## config.mk

```make
export PLATFORM = sky130hd
export DESIGN_NAME = cubic_spline_chord_step_search_unit
export DESIGN_NICKNAME = d
export VERILOG_FILES = /design/src/rtl/core/cscs_pkg.sv /design/src/rtl/core/cscs_sqrt.sv /design/src/rtl/core/cubic_spline_chord_step_search_unit.sv
export SDC_FILE = /design/constraint.sdc
export NUM_CORES = 2
export LEC_CHECK = 0
export ABC_AREA = 1
export BUFFER_PORTS_ARGS = -buffer_cell sky130_fd_sc_hd__buf_4
export CAP_MARGIN = 20
export CORE_MARGIN = 3
export CORE_UTILIZATION = 45
export DETAILED_ROUTE_END_ITERATION = 12
export SKIP_LAST_GASP = 1
export SLEW_MARGIN = 0
export SYNTH_ARGS = -nofsm -noshare
export SYNTH_HDL_FRONTEND = slang
export SYNTH_HIERARCHICAL = 1
export SYNTH_SLANG_ARGS = --single-unit
export TNS_END_PERCENT = 50
```

## constraint.sdc

```tcl
create_clock -name clk -period 32.2 [get_ports clk]
set_input_delay 4.83 -clock clk [delete_from_list [all_inputs] [get_ports clk]]
set_output_delay 4.83 -clock clk [all_outputs]
set_load 0.03 [all_outputs]
```

## src/rtl/core/cscs_pkg.sv

```systemverilog
// Shared types and constants of the chord step search unit.
package cscs_pkg;
    localparam int CFG_IDX_BITS = 3;
    localparam int CFG_DATA_BITS = 63;
    localparam logic [CFG_IDX_BITS-1:0] REG_CUBIC  = 3'd0;
    localparam logic [CFG_IDX_BITS-1:0] REG_SQUARE = 3'd1;
    localparam logic [CFG_IDX_BITS-1:0] REG_LINEAR = 3'd2;
    localparam logic [CFG_IDX_BITS-1:0] REG_OFFSET = 3'd3;
    localparam logic [CFG_IDX_BITS-1:0] REG_STOP   = 3'd4;
    localparam int STOP_BITS = 16;
    localparam int STEP_BITS = 20;
    localparam int SQ_BITS   = 64;

    // Square root unit handshake.
    typedef struct packed {
        logic start;
        logic [SQ_BITS-1:0] value;
    } sqrt_req_t;
    typedef struct packed {
        logic done;
        logic [SQ_BITS/2-1:0] root;
    } sqrt_rsp_t;
endpackage

```

## src/rtl/core/cscs_sqrt.sv

```systemverilog
// Iterative integer square root, one result bit per cycle.
module cscs_sqrt (
    input  logic clk,
    input  logic rst_n,
    input  cscs_pkg::sqrt_req_t req,
    output cscs_pkg::sqrt_rsp_t rsp
);
    import cscs_pkg::*;

    localparam int RB = SQ_BITS / 2;

    logic [SQ_BITS-1:0] rem_reg, rem_next;
    logic [RB-1:0] root_reg, root_next;
    logic [SQ_BITS-1:0] val_reg, val_next;
    logic [5:0] cnt_reg, cnt_next;
    logic busy_reg, busy_next, done_reg, done_next;
    logic [SQ_BITS+1:0] trial;
    logic [SQ_BITS+1:0] rem_sh;

    // Restoring square root: shift in two bits, try subtracting 4*root+1.
    always_comb
    begin
        rem_next = rem_reg;
        root_next = root_reg;
        val_next = val_reg;
        cnt_next = cnt_reg;
        busy_next = busy_reg;
        done_next = 1'b0;
        rem_sh = {rem_reg, val_reg[SQ_BITS-1 -: 2]};
        trial = (SQ_BITS+2)'({root_reg, 2'b01});
        if (req.start)
        begin
            rem_next = '0;
            root_next = '0;
            val_next = req.value;
            cnt_next = '0;
            busy_next = 1'b1;
        end
        else if (busy_reg)
        begin
            val_next = {val_reg[SQ_BITS-3:0], 2'b00};
            if (rem_sh >= trial)
            begin
                rem_next = SQ_BITS'(rem_sh - trial);
                root_next = {root_reg[RB-2:0], 1'b1};
            end
            else
            begin
                rem_next = SQ_BITS'(rem_sh);
                root_next = {root_reg[RB-2:0], 1'b0};
            end
            cnt_next = cnt_reg + 6'd1;
            if (cnt_reg == 6'(RB - 1))
            begin
                busy_next = 1'b0;
                done_next = 1'b1;
            end
        end
    end

    always_ff @(posedge clk or negedge rst_n)
    begin
        if (!rst_n)
        begin
            busy_reg <= 1'b0;
            done_reg <= 1'b0;
            cnt_reg <= '0;
        end
        else
        begin
            busy_reg <= busy_next;
            done_reg <= done_next;
            cnt_reg <= cnt_next;
        end
    end

    always_ff @(posedge clk)
    begin
        rem_reg <= rem_next;
        root_reg <= root_next;
        val_reg <= val_next;
    end

    assign rsp.done = done_reg;
    assign rsp.root = root_reg;
endmodule

```

## src/rtl/core/cubic_spline_chord_step_search_unit.sv

```systemverilog
// Top level of the chord step search unit.
// One item at a time: in_ready is low from the accepting edge until the result has left.
// Each curve evaluation runs the three axes one after another through one shared
// multiplier: per axis a coefficient load, three Horner product and add pairs, a squaring
// and an accumulate, then one decision step per point. The search makes one evaluation
// at t = 1 and then up to PARAM_BITS bisection rounds, fewer with a wider stop value
// in REG_STOP or a later previous parameter. A reached end takes one evaluation and
// then the bit-serial square root. A result stalled by out_ready adds its wait.
module cubic_spline_chord_step_search_unit #(
    parameter int COORD_BITS = 21,
    parameter int PARAM_BITS = 16
) (
    input  logic clk,
    input  logic rst_n,
    input  logic cfg_we,
    input  logic [cscs_pkg::CFG_IDX_BITS-1:0] cfg_index,
    input  logic [cscs_pkg::CFG_DATA_BITS-1:0] cfg_data,
    input  logic in_valid,
    output logic in_ready,
    input  logic signed [COORD_BITS-1:0] prev_x,
    input  logic signed [COORD_BITS-1:0] prev_y,
    input  logic signed [COORD_BITS-1:0] prev_z,
    input  logic [PARAM_BITS:0] prev_param,
    input  logic [cscs_pkg::STEP_BITS-1:0] step_length,
    output logic out_valid,
    input  logic out_ready,
    output logic [PARAM_BITS:0] next_param,
    output logic [cscs_pkg::STEP_BITS-1:0] step_taken,
    output logic end_reached
);
    import cscs_pkg::*;

    localparam int TB = PARAM_BITS + 1;
    localparam int AW = COORD_BITS + 3;            // Horner value and its axis difference
    localparam int MW = AW + TB;                   // Horner product width
    localparam int OW = (AW > 33) ? AW : 33;       // shared multiplier operand width
    localparam int WW = (TB + 1 > STOP_BITS) ? TB + 1 : STOP_BITS;
    localparam logic [TB-1:0] ONE = TB'(1) << PARAM_BITS;

    localparam logic [3:0] S_IDLE  = 4'd0;
    localparam logic [3:0] S_LOADA = 4'd1;
    localparam logic [3:0] S_MUL   = 4'd2;
    localparam logic [3:0] S_ADD   = 4'd3;
    localparam logic [3:0] S_SQ    = 4'd4;
    localparam logic [3:0] S_ACC   = 4'd5;
    localparam logic [3:0] S_DEC   = 4'd6;
    localparam logic [3:0] S_SQRT  = 4'd7;
    localparam logic [3:0] S_WAITR = 4'd8;
    localparam logic [3:0] S_OUT   = 4'd9;

    logic [CFG_DATA_BITS-1:0] cub_reg, sqr_reg, lin_reg, off_reg;
    logic [STOP_BITS-1:0] stop_reg;

    // Configuration writes.
    always_ff @(posedge clk or negedge rst_n)
    begin
        if (!rst_n)
        begin
            cub_reg <= '0;
            sqr_reg <= '0;
            lin_reg <= '0;
            off_reg <= '0;
            stop_reg <= STOP_BITS'(16);
        end
        else if (cfg_we)
        begin
            case (cfg_index)
                REG_CUBIC:  cub_reg <= cfg_data;
                REG_SQUARE: sqr_reg <= cfg_data;
                REG_LINEAR: lin_reg <= cfg_data;
                REG_OFFSET: off_reg <= cfg_data;
                REG_STOP:   stop_reg <= cfg_data[STOP_BITS-1:0];
                default: ;
            endcase
        end
    end

    // Coefficient field select, zero beyond bit 63.
    function automatic logic signed [AW-1:0] field(input logic [CFG_DATA_BITS-1:0] r,
                                                   input logic [1:0] ax);
        logic [63:0] w;
        logic [COORD_BITS-1:0] f;
        int sh;
        w = {1'b0, r};
        sh = int'(ax) * COORD_BITS;
        f = '0;
        if (sh < 64)
            f = COORD_BITS'(w >> sh);
        return AW'(signed'(f));
    endfunction

    logic [3:0] st_reg, st_next;
    logic [1:0] ax_reg, ax_next, hs_reg, hs_next;
    logic signed [COORD_BITS-1:0] px_reg, py_reg, pz_reg;
    logic [STEP_BITS-1:0] step_reg;
    logic [2*STEP_BITS-1:0] want_reg;
    logic [TB-1:0] lo_reg, lo_next, up_reg, up_next, t_reg, t_next;
    logic [WW-1:0] wid_reg;
    logic signed [AW-1:0] a_reg, a_next;
    logic signed [MW-1:0] p_reg, p_next;
    logic [SQ_BITS-1:0] sq_reg, sq_next, sum_reg, sum_next;
    logic first_reg, first_next;
    logic [TB-1:0] onp_reg, onp_next;
    logic [STEP_BITS-1:0] ost_reg, ost_next;
    logic oend_reg, oend_next;
    sqrt_req_t sreq;
    sqrt_rsp_t srsp;

    logic signed [AW-1:0] coef_add, prev_ax, diff;
    logic signed [MW-1:0] rnd;
    logic signed [AW-1:0] rq;
    logic [SQ_BITS-1:0] mag;
    logic [SQ_BITS:0] sum_w;
    logic [TB:0] span;
    logic signed [OW-1:0] mul_a, mul_b;
    logic signed [2*OW-1:0] mul_p;

    cscs_sqrt u_sqrt (.clk(clk), .rst_n(rst_n), .req(sreq), .rsp(srsp));

    always_comb
    begin
        case (hs_reg)
            2'd0: coef_add = field(sqr_reg, ax_reg);
            2'd1: coef_add = field(lin_reg, ax_reg);
            default: coef_add = field(off_reg, ax_reg);
        endcase
        case (ax_reg)
            2'd0: prev_ax = AW'(px_reg);
            2'd1: prev_ax = AW'(py_reg);
            default: prev_ax = AW'(pz_reg);
        endcase
    end

    // Datapath and sequencer.
    always_comb
    begin
        st_next = st_reg;
        ax_next = ax_reg;
        hs_next = hs_reg;
        lo_next = lo_reg;
        up_next = up_reg;
        t_next = t_reg;
        a_next = a_reg;
        p_next = p_reg;
        sq_next = sq_reg;
        sum_next = sum_reg;
        first_next = first_reg;
        onp_next = onp_reg;
        ost_next = ost_reg;
        oend_next = oend_reg;
        sreq.start = 1'b0;
        sreq.value = sum_reg;
        rnd = p_reg + (MW'(1) <<< (PARAM_BITS - 1));
        rq = AW'(rnd >>> PARAM_BITS);
        diff = a_reg - prev_ax;
        mag = diff[AW-1] ? SQ_BITS'(-diff) : SQ_BITS'(diff);
        sum_w = {1'b0, sum_reg} + {1'b0, sq_reg};
        span = {1'b0, up_reg} - {1'b0, lo_reg};
        // Shared multiplier: squares the axis distance, else a Horner product.
        if (st_reg == S_SQ)
        begin
            mul_a = OW'({1'b0, mag[31:0]});
            mul_b = OW'({1'b0, mag[31:0]});
        end
        else
        begin
            mul_a = OW'(a_reg);
            mul_b = OW'({1'b0, t_reg});
        end
        mul_p = mul_a * mul_b;
        case (st_reg)
            S_LOADA:
            begin
                a_next = field(cub_reg, ax_reg);
                hs_next = 2'd0;
                st_next = S_MUL;
            end
            S_MUL:
            begin
                p_next = MW'(mul_p);
                st_next = S_ADD;
            end
            S_ADD:
            begin
                a_next = rq + coef_add;
                if (hs_reg == 2'd2)
                    st_next = S_SQ;
                else
                begin
                    hs_next = hs_reg + 2'd1;
                    st_next = S_MUL;
                end
            end
            S_SQ:
            begin
                if (mag >= 64'h1_0000_0000)
                    sq_next = '1;
                else
                    sq_next = mul_p[SQ_BITS-1:0];
                st_next = S_ACC;
            end
            S_ACC:
            begin
                sum_next = sum_w[SQ_BITS] ? '1 : sum_w[SQ_BITS-1:0];
                if (ax_reg == 2'd2)
                    st_next = S_DEC;
                else
                begin
                    ax_next = ax_reg + 2'd1;
                    st_next = S_LOADA;
                end
            end
            S_DEC:
            begin
                ax_next = 2'd0;
                st_next = S_LOADA;
                sum_next = '0;
                if (first_reg && sum_reg <= SQ_BITS'(want_reg))
                begin
                    onp_next = ONE;
                    oend_next = 1'b1;
                    sreq.start = 1'b1;
                    st_next = S_SQRT;
                end
                else if (WW'(span) <= wid_reg)
                begin
                    onp_next = t_reg;
                    ost_next = step_reg;
                    oend_next = 1'b0;
                    st_next = S_OUT;
                end
                else
                begin
                    first_next = 1'b0;
                    if (sum_reg > SQ_BITS'(want_reg))
                    begin
                        up_next = t_reg;
                        t_next = TB'(({1'b0, lo_reg} + {1'b0, t_reg}) >> 1);
                    end
                    else
                    begin
                        lo_next = t_reg;
                        t_next = TB'(({1'b0, t_reg} + {1'b0, up_reg}) >> 1);
                    end
                end
            end
            S_SQRT:
                st_next = S_WAITR;
            S_WAITR:
                if (srsp.done)
                begin
                    ost_next = srsp.root[STEP_BITS-1:0];
                    st_next = S_OUT;
                end
            S_OUT:
                if (out_ready)
                    st_next = S_IDLE;
            default:
            begin
                if (in_valid)
                begin
                    lo_next = (prev_param > ONE) ? ONE : prev_param;
                    up_next = ONE;
                    t_next = ONE;
                    ax_next = 2'd0;
                    sum_next = '0;
                    first_next = 1'b1;
                    st_next = S_LOADA;
                end
            end
        endcase
    end

    always_ff @(posedge clk or negedge rst_n)
    begin
        if (!rst_n)
            st_reg <= S_IDLE;
        else
            st_reg <= st_next;
    end

    // Payload capture and working registers.
    always_ff @(posedge clk)
    begin
        if (st_reg == S_IDLE && in_valid)
        begin
            px_reg <= prev_x;
            py_reg <= prev_y;
            pz_reg <= prev_z;
            step_reg <= step_length;
            want_reg <= step_length * step_length;
            wid_reg <= (stop_reg == '0) ? WW'(1) : WW'(stop_reg);
        end
        ax_reg <= ax_next;
        hs_reg <= hs_next;
        lo_reg <= lo_next;
        up_reg <= up_next;
        t_reg <= t_next;
        a_reg <= a_next;
        p_reg <= p_next;
        sq_reg <= sq_next;
        sum_reg <= sum_next;
        first_reg <= first_next;
        onp_reg <= onp_next;
        ost_reg <= ost_next;
        oend_reg <= oend_next;
    end

    assign in_ready = (st_reg == S_IDLE);
    assign out_valid = (st_reg == S_OUT);
    assign next_param = onp_reg;
    assign step_taken = ost_reg;
    assign end_reached = oend_reg;
endmodule

```

### After elaboration in Yosys (flattened, before gate mapping)

Cells that the tools add are included.
W data, S select, Z words.

* bits in registers: 867
* input bits: 171
* output and inout port bits: 40
* logic and storage cells: 182

* $add $sub $neg: 12
* $mul: 3
* $lt $le $gt $ge: 7
* equal/unequal tests: 27
* shifts and indexed selects: 4
* muxes and demuxes: 65
* bitwise operators: 2
* reductions and logical operators: 30

Operators by type and width (count)
* $mux W64: 6
* $mux W17: 13
* $pmux W64 S3: 1
* $shr A63 B32 Y21: 3
* $pmux W24 S2: 3
* $pmux W17 S2: 3
* $mux W21: 4
* $ge A66 B34 Y1: 1
* $add A64 B64 Y65: 1
* $ge A64 B33 Y1 const B: 1
* $gt A64 B40 Y1: 1
* $le A64 B40 Y1: 1
* $mul A33 B33 Y64: 1
* $neg A24 Y64: 1
* $sub A64 B34 Y64: 1
* $shr A63 B7 Y21: 1
* $mux W20: 3
* $add A40 B17 Y40 const B: 1
* $mul A20 B20 Y40: 1
* $pmux W20 S2: 1
* $add A17 B17 Y18: 2
* $pmux W4 S9: 1
* $mux W33: 1
* $mux W32: 1
* 44 further kinds: 97

### Longest topological paths before layout

* depth after elaboration: 7
* mapped depth: 64
* depth with buffers taken out: 57

### Hierarchy

The synthesis kept the hierarchy.

By module, submodules not included
* cubic_spline_chord_step_search_unit: instances 1, cells each 9462, area each 84177.0 um^2, seq. area each 19059.5 um^2
* cscs_sqrt: instances 1, cells each 1692, area each 11079.4 um^2, seq. area each 4043.9 um^2

### Worst setup path after synthesis

No wires, ideal clock.

* path kind: in2reg
* start: input in_valid
* end: register px_reg[0], enable pin
* setup time: 802 ps
* data arrival time: 14087 ps
* required time: 31398 ps
* path slack: 17310 ps
* stages on the path: 2
* buffers on the path: 0
* cell sequence: inv_1 nor3_1

* longest elaborated chain between the ends: 1

RTL lines
* start: declaration: RTL line cubic_spline_chord_step_search_unit.sv:18 `input logic in_valid,`
* $logic_and A1 B1 Y1: RTL line cubic_spline_chord_step_search_unit.sv:285 `if (st_reg == S_IDLE && in_valid)`
* end signal: assignment: RTL line cubic_spline_chord_step_search_unit.sv:287 `px_reg <= prev_x;`
* end: declaration: RTL line cubic_spline_chord_step_search_unit.sv:94 `logic signed [COORD_BITS-1:0] px_reg, py_reg, pz_reg;`

No other way between the ends.
A chain may end at the register's enable or synchronous reset.

### Worst setup path after layout

* start: register ax_reg[1]
* end: register sq_reg[58] (data pin)

* longest elaborated chain between the ends: 7
* elaborated cells between the ends (all ways): 10
* those cells by class: 2 x add/sub; 1 x mul; 1 x order compare; 1 x eq/ne; 4 x mux; 1 x reduce/logical

RTL lines
* start: declaration: RTL line cubic_spline_chord_step_search_unit.sv:93 `logic [1:0] ax_reg, ax_next, hs_reg, hs_next;`
* start signal: assignment: RTL line cubic_spline_chord_step_search_unit.sv:294 `ax_reg <= ax_next;`
* $eq A2 B1 Y1 or $logic_not A2 Y1 (tied branches): RTL line cubic_spline_chord_step_search_unit.sv:127 `case (ax_reg)`
* $pmux W24 S2 (*): RTL line cubic_spline_chord_step_search_unit.sv:127
* $sub A24 B24 Y24 (*): RTL line cubic_spline_chord_step_search_unit.sv:155 `diff = a_reg - prev_ax;`
* $neg A24 Y64: RTL line cubic_spline_chord_step_search_unit.sv:156 `mag = diff[AW-1] ? SQ_BITS'(-diff) : SQ_BITS'(diff);`
* $mux W64 (*): RTL line cubic_spline_chord_step_search_unit.sv:156
* $mux W33 or $mux W32 (tied branches): RTL line cubic_spline_chord_step_search_unit.sv:160 `if (st_reg == S_SQ)`
* $mul A33 B33 Y64: RTL line cubic_spline_chord_step_search_unit.sv:170 `mul_p = mul_a * mul_b;`
* end signal: assignment: RTL line cubic_spline_chord_step_search_unit.sv:301 `sq_reg <= sq_next;`
* end: declaration: RTL line cubic_spline_chord_step_search_unit.sv:101 `logic [SQ_BITS-1:0] sq_reg, sq_next, sum_reg, sum_next;`

Every way passes the cells marked *; elsewhere a longest branch is shown, timed or not.

==> impl_results.md <==
* Async S/R FF share, synth at 0.330
* Largest driver fanout on the critical path at 41
* Headroom to the max-slew limit at 0.227
* Placed inst area at 101000 um^2
* Number of buffer cells added on primary ports at 210
* Number of buffer and inverter instances along the worst setup path at 10
* Overall routed net length at 301 mm
* IO Count at 211
* Crit-path most repeated cell: fa_1
* Worst Path Required at 32.65 ns
* Part of the cycle the worst path needs at 0.456
* Peak per-stage delay on the critical path at 1.31 ns
* Clock slew seen by the registers of the worst setup and hold paths at 0.06 ns
* Max frequency at 68.1 MHz
* Num CTS Buffers at 97
* First-pass GRT wire length at 467 mm
* Post-CTS Hold Fix Bufs at 0
* Rows at 168
* Number of standard cells after synthesis at 11.2k
* Average detailed-routed wire length per instance at 20.8 um
* Number of buffers added for setup after CTS at 0
* Max-cap violations at 0
* Reg area at 23100 um^2
* Slew @ Worst Pin at 1.15 ns
* Crit-path slowest cell: fa_1
* Height of the die at 466 um
* Final Hold Vio Count at 0
* Core area at 210000 um^2
* Count of distinct cell types in the synthesized netlist at 77
* Setup Skew at 0.110 ns
* Vias per cell at 5.19
* Synth Warn # at 6
* Overall global routing resource usage at 0.282
* Total congestion overflow after global routing at 0
* Full die area at 217000 um^2
* Sequential fraction of the synthesis area at 0.243
* Yosys reg bits at 848
* Sum of net half-perimeters after detailed placement at 245 mm
* # setup viols final at 0
* Count of nets left with antenna violations after detail routing at 0
* Category of cells accounting for the largest share of critical-path delay: adder cells
* Maximum clock path buffer count at 3
* Maximum number of pins on one net before global-route repair at 104
* 1st-iter DRT viols at 6642
* CTS sink count at 848
* CTS tree: built
* Initial antenna violation count at 11
* Worst Path Class, Setup: register to register
* Post-route cell area at 104000 um^2
* Total number of vias at 74.9k
* Number of gates resized after cts at 0
* Final critical path time including I/O delays and setup at 14.67 ns
* Iteration count of the initial detailed-routing pass at 6
* DRC viols at 0
* Clk_lat worst skew at 0.78 ns
* Capturing element type of the critical path: register
* Avg Cell Area, Syn at 8.54 um^2
* Starting Density at 0.454
* Most frequently used flop master after synthesis: edfxtp_1
* Status: completed
* Total count of max-transition violations in the final report at 0
* Multi-input logic area at 62600 um^2
* Fraction of final layout cells sized beyond drive strength 1 at 0.0599
* FILL cells at 20.3k
* Max H-tree Level at 3
* Type of element launching the critical path: register
* Global placement routability congestion at 0.973
* Post-Synthesis Cell Area at 95300 um^2
* Nets at 13.7k
* Worst endpoint data arrival time at 15.13 ns
* Count of flip-flops with a built-in enable after synthesis at 472
* Sum of negative setup slack at 0 ns
* Root buffer cell: clkbuf_16
* Width of the chip at 466 um
* Unrepaired setup endpoints after global routing: false
* Kind of path behind the tightest hold check: register to register
* Synthesis-to-finish area growth at 9.50%
* Vias in the first global route at 77.2k
## tightest hold or removal path: cells and delay by family (launching register included)
family        cells  cell delay, ns
flops             1            0.33
simple gates      2            0.11
## synth_stat cells (all sizes together), types with 2 or more instances
cell type,number,area [um^2]
inv,2509,9420
nand2,2277,8710
fa,1378,27600
nor2,905,3470
o21ai,672,3470
ha,576,7210
a21oi,534,2830
edfxtp,472,14200
dfrtp,279,6980
nand3,268,1440
clkbuf,232,872
xor2,178,1580
xnor2,122,1080
buf,115,694
dfxtp,96,1920
nor3,71,367
nand4,48,300
a221oi,44,385
o22ai,43,275
a31oi,42,269
a22o,32,280
o21bai,31,233
o21a,28,210
a21o,25,188
a21boi,24,180
or2,20,128
nor4,19,119
o211ai,19,153
nand3b,17,128
a31o,15,131
a22oi,14,105
a211oi,7,52.6
o2111ai,7,61.3
and3,6,37.5
clkinv,5,18.8
and2,4,25.0
o31ai,4,35.0
nor3b,3,22.5
conb,2,7.51
o221ai,2,17.5
## final timing paths
kind	slack (ns)	from	endpoint	depth (start not counted)
hold / removal	0.44	step_reg[8]	step_taken[8]	2
min in group asynchronous	4.05	rst_n	lin_reg[41]	1
hold reg to reg	0.44	step_reg[8]	step_taken[8]	2
setup / recovery	17.53	ax_reg[1]	sq_reg[58]	42
max in group asynchronous	26.58	rst_n	lin_reg[0]	2
setup reg to reg	17.53	ax_reg[1]	sq_reg[58]	42
## stage by stage
stage	setup slack (ns)	utilization	hold WS [ns]	std cells
floorplan	17.31	-	0.427	11500
global placement	17.90	0.480	0.440	14300
detailed placement	17.67	0.480	0.447	14300
CTS	17.57	0.496	0.415	14400
global route	16.60	0.497	0.460	14400
finish	17.53	0.497	0.444	14400
## layout by cell type (no fill, tap or decap), types with 253 or more instances in the layout
master    instances
nand3_1         253
buf_4           296
o21ai_0         606
nand2_1        2217
fa_1           1378
nor2_1          882
edfxtp_1        472
a21oi_1         499
conb_1          350
inv_1          2478
ha_1            574
dfrtp_1         278
## area by class of cell
class                   count  share of cell area
multi-input cells        7793               0.600
flip-flops and latches    848               0.222
inverters                2514              0.0905
clock buffers             109              0.0241
well taps                2805              0.0336
diodes                      4           0.0000960
clock inverters            73             0.00820
repair buffers            302              0.0223
## routing by layer
layer  GRT usage  vias up  wire, um
met4      0.0637        2      7040
met3      0.0371      344     20500
met2       0.435     2469    134000
li1            -    34700         -
met1       0.422    37400    140000
met5           0        -         7
## cell families after synthesis
kind of cell / synth area share
AOI/OAI and AO/OA: 0.0937
xor gates and xnor gates: 0.0279
adders and majority gates: 0.365
buffers and inverters: 0.116
DFF: 0.243
other: 0.0000788
and+or+nand+nor: 0.155
Power is left out: the tool's default activity adds up to more than one toggle a clock period on the data nets, which glitch-free logic cannot reach.
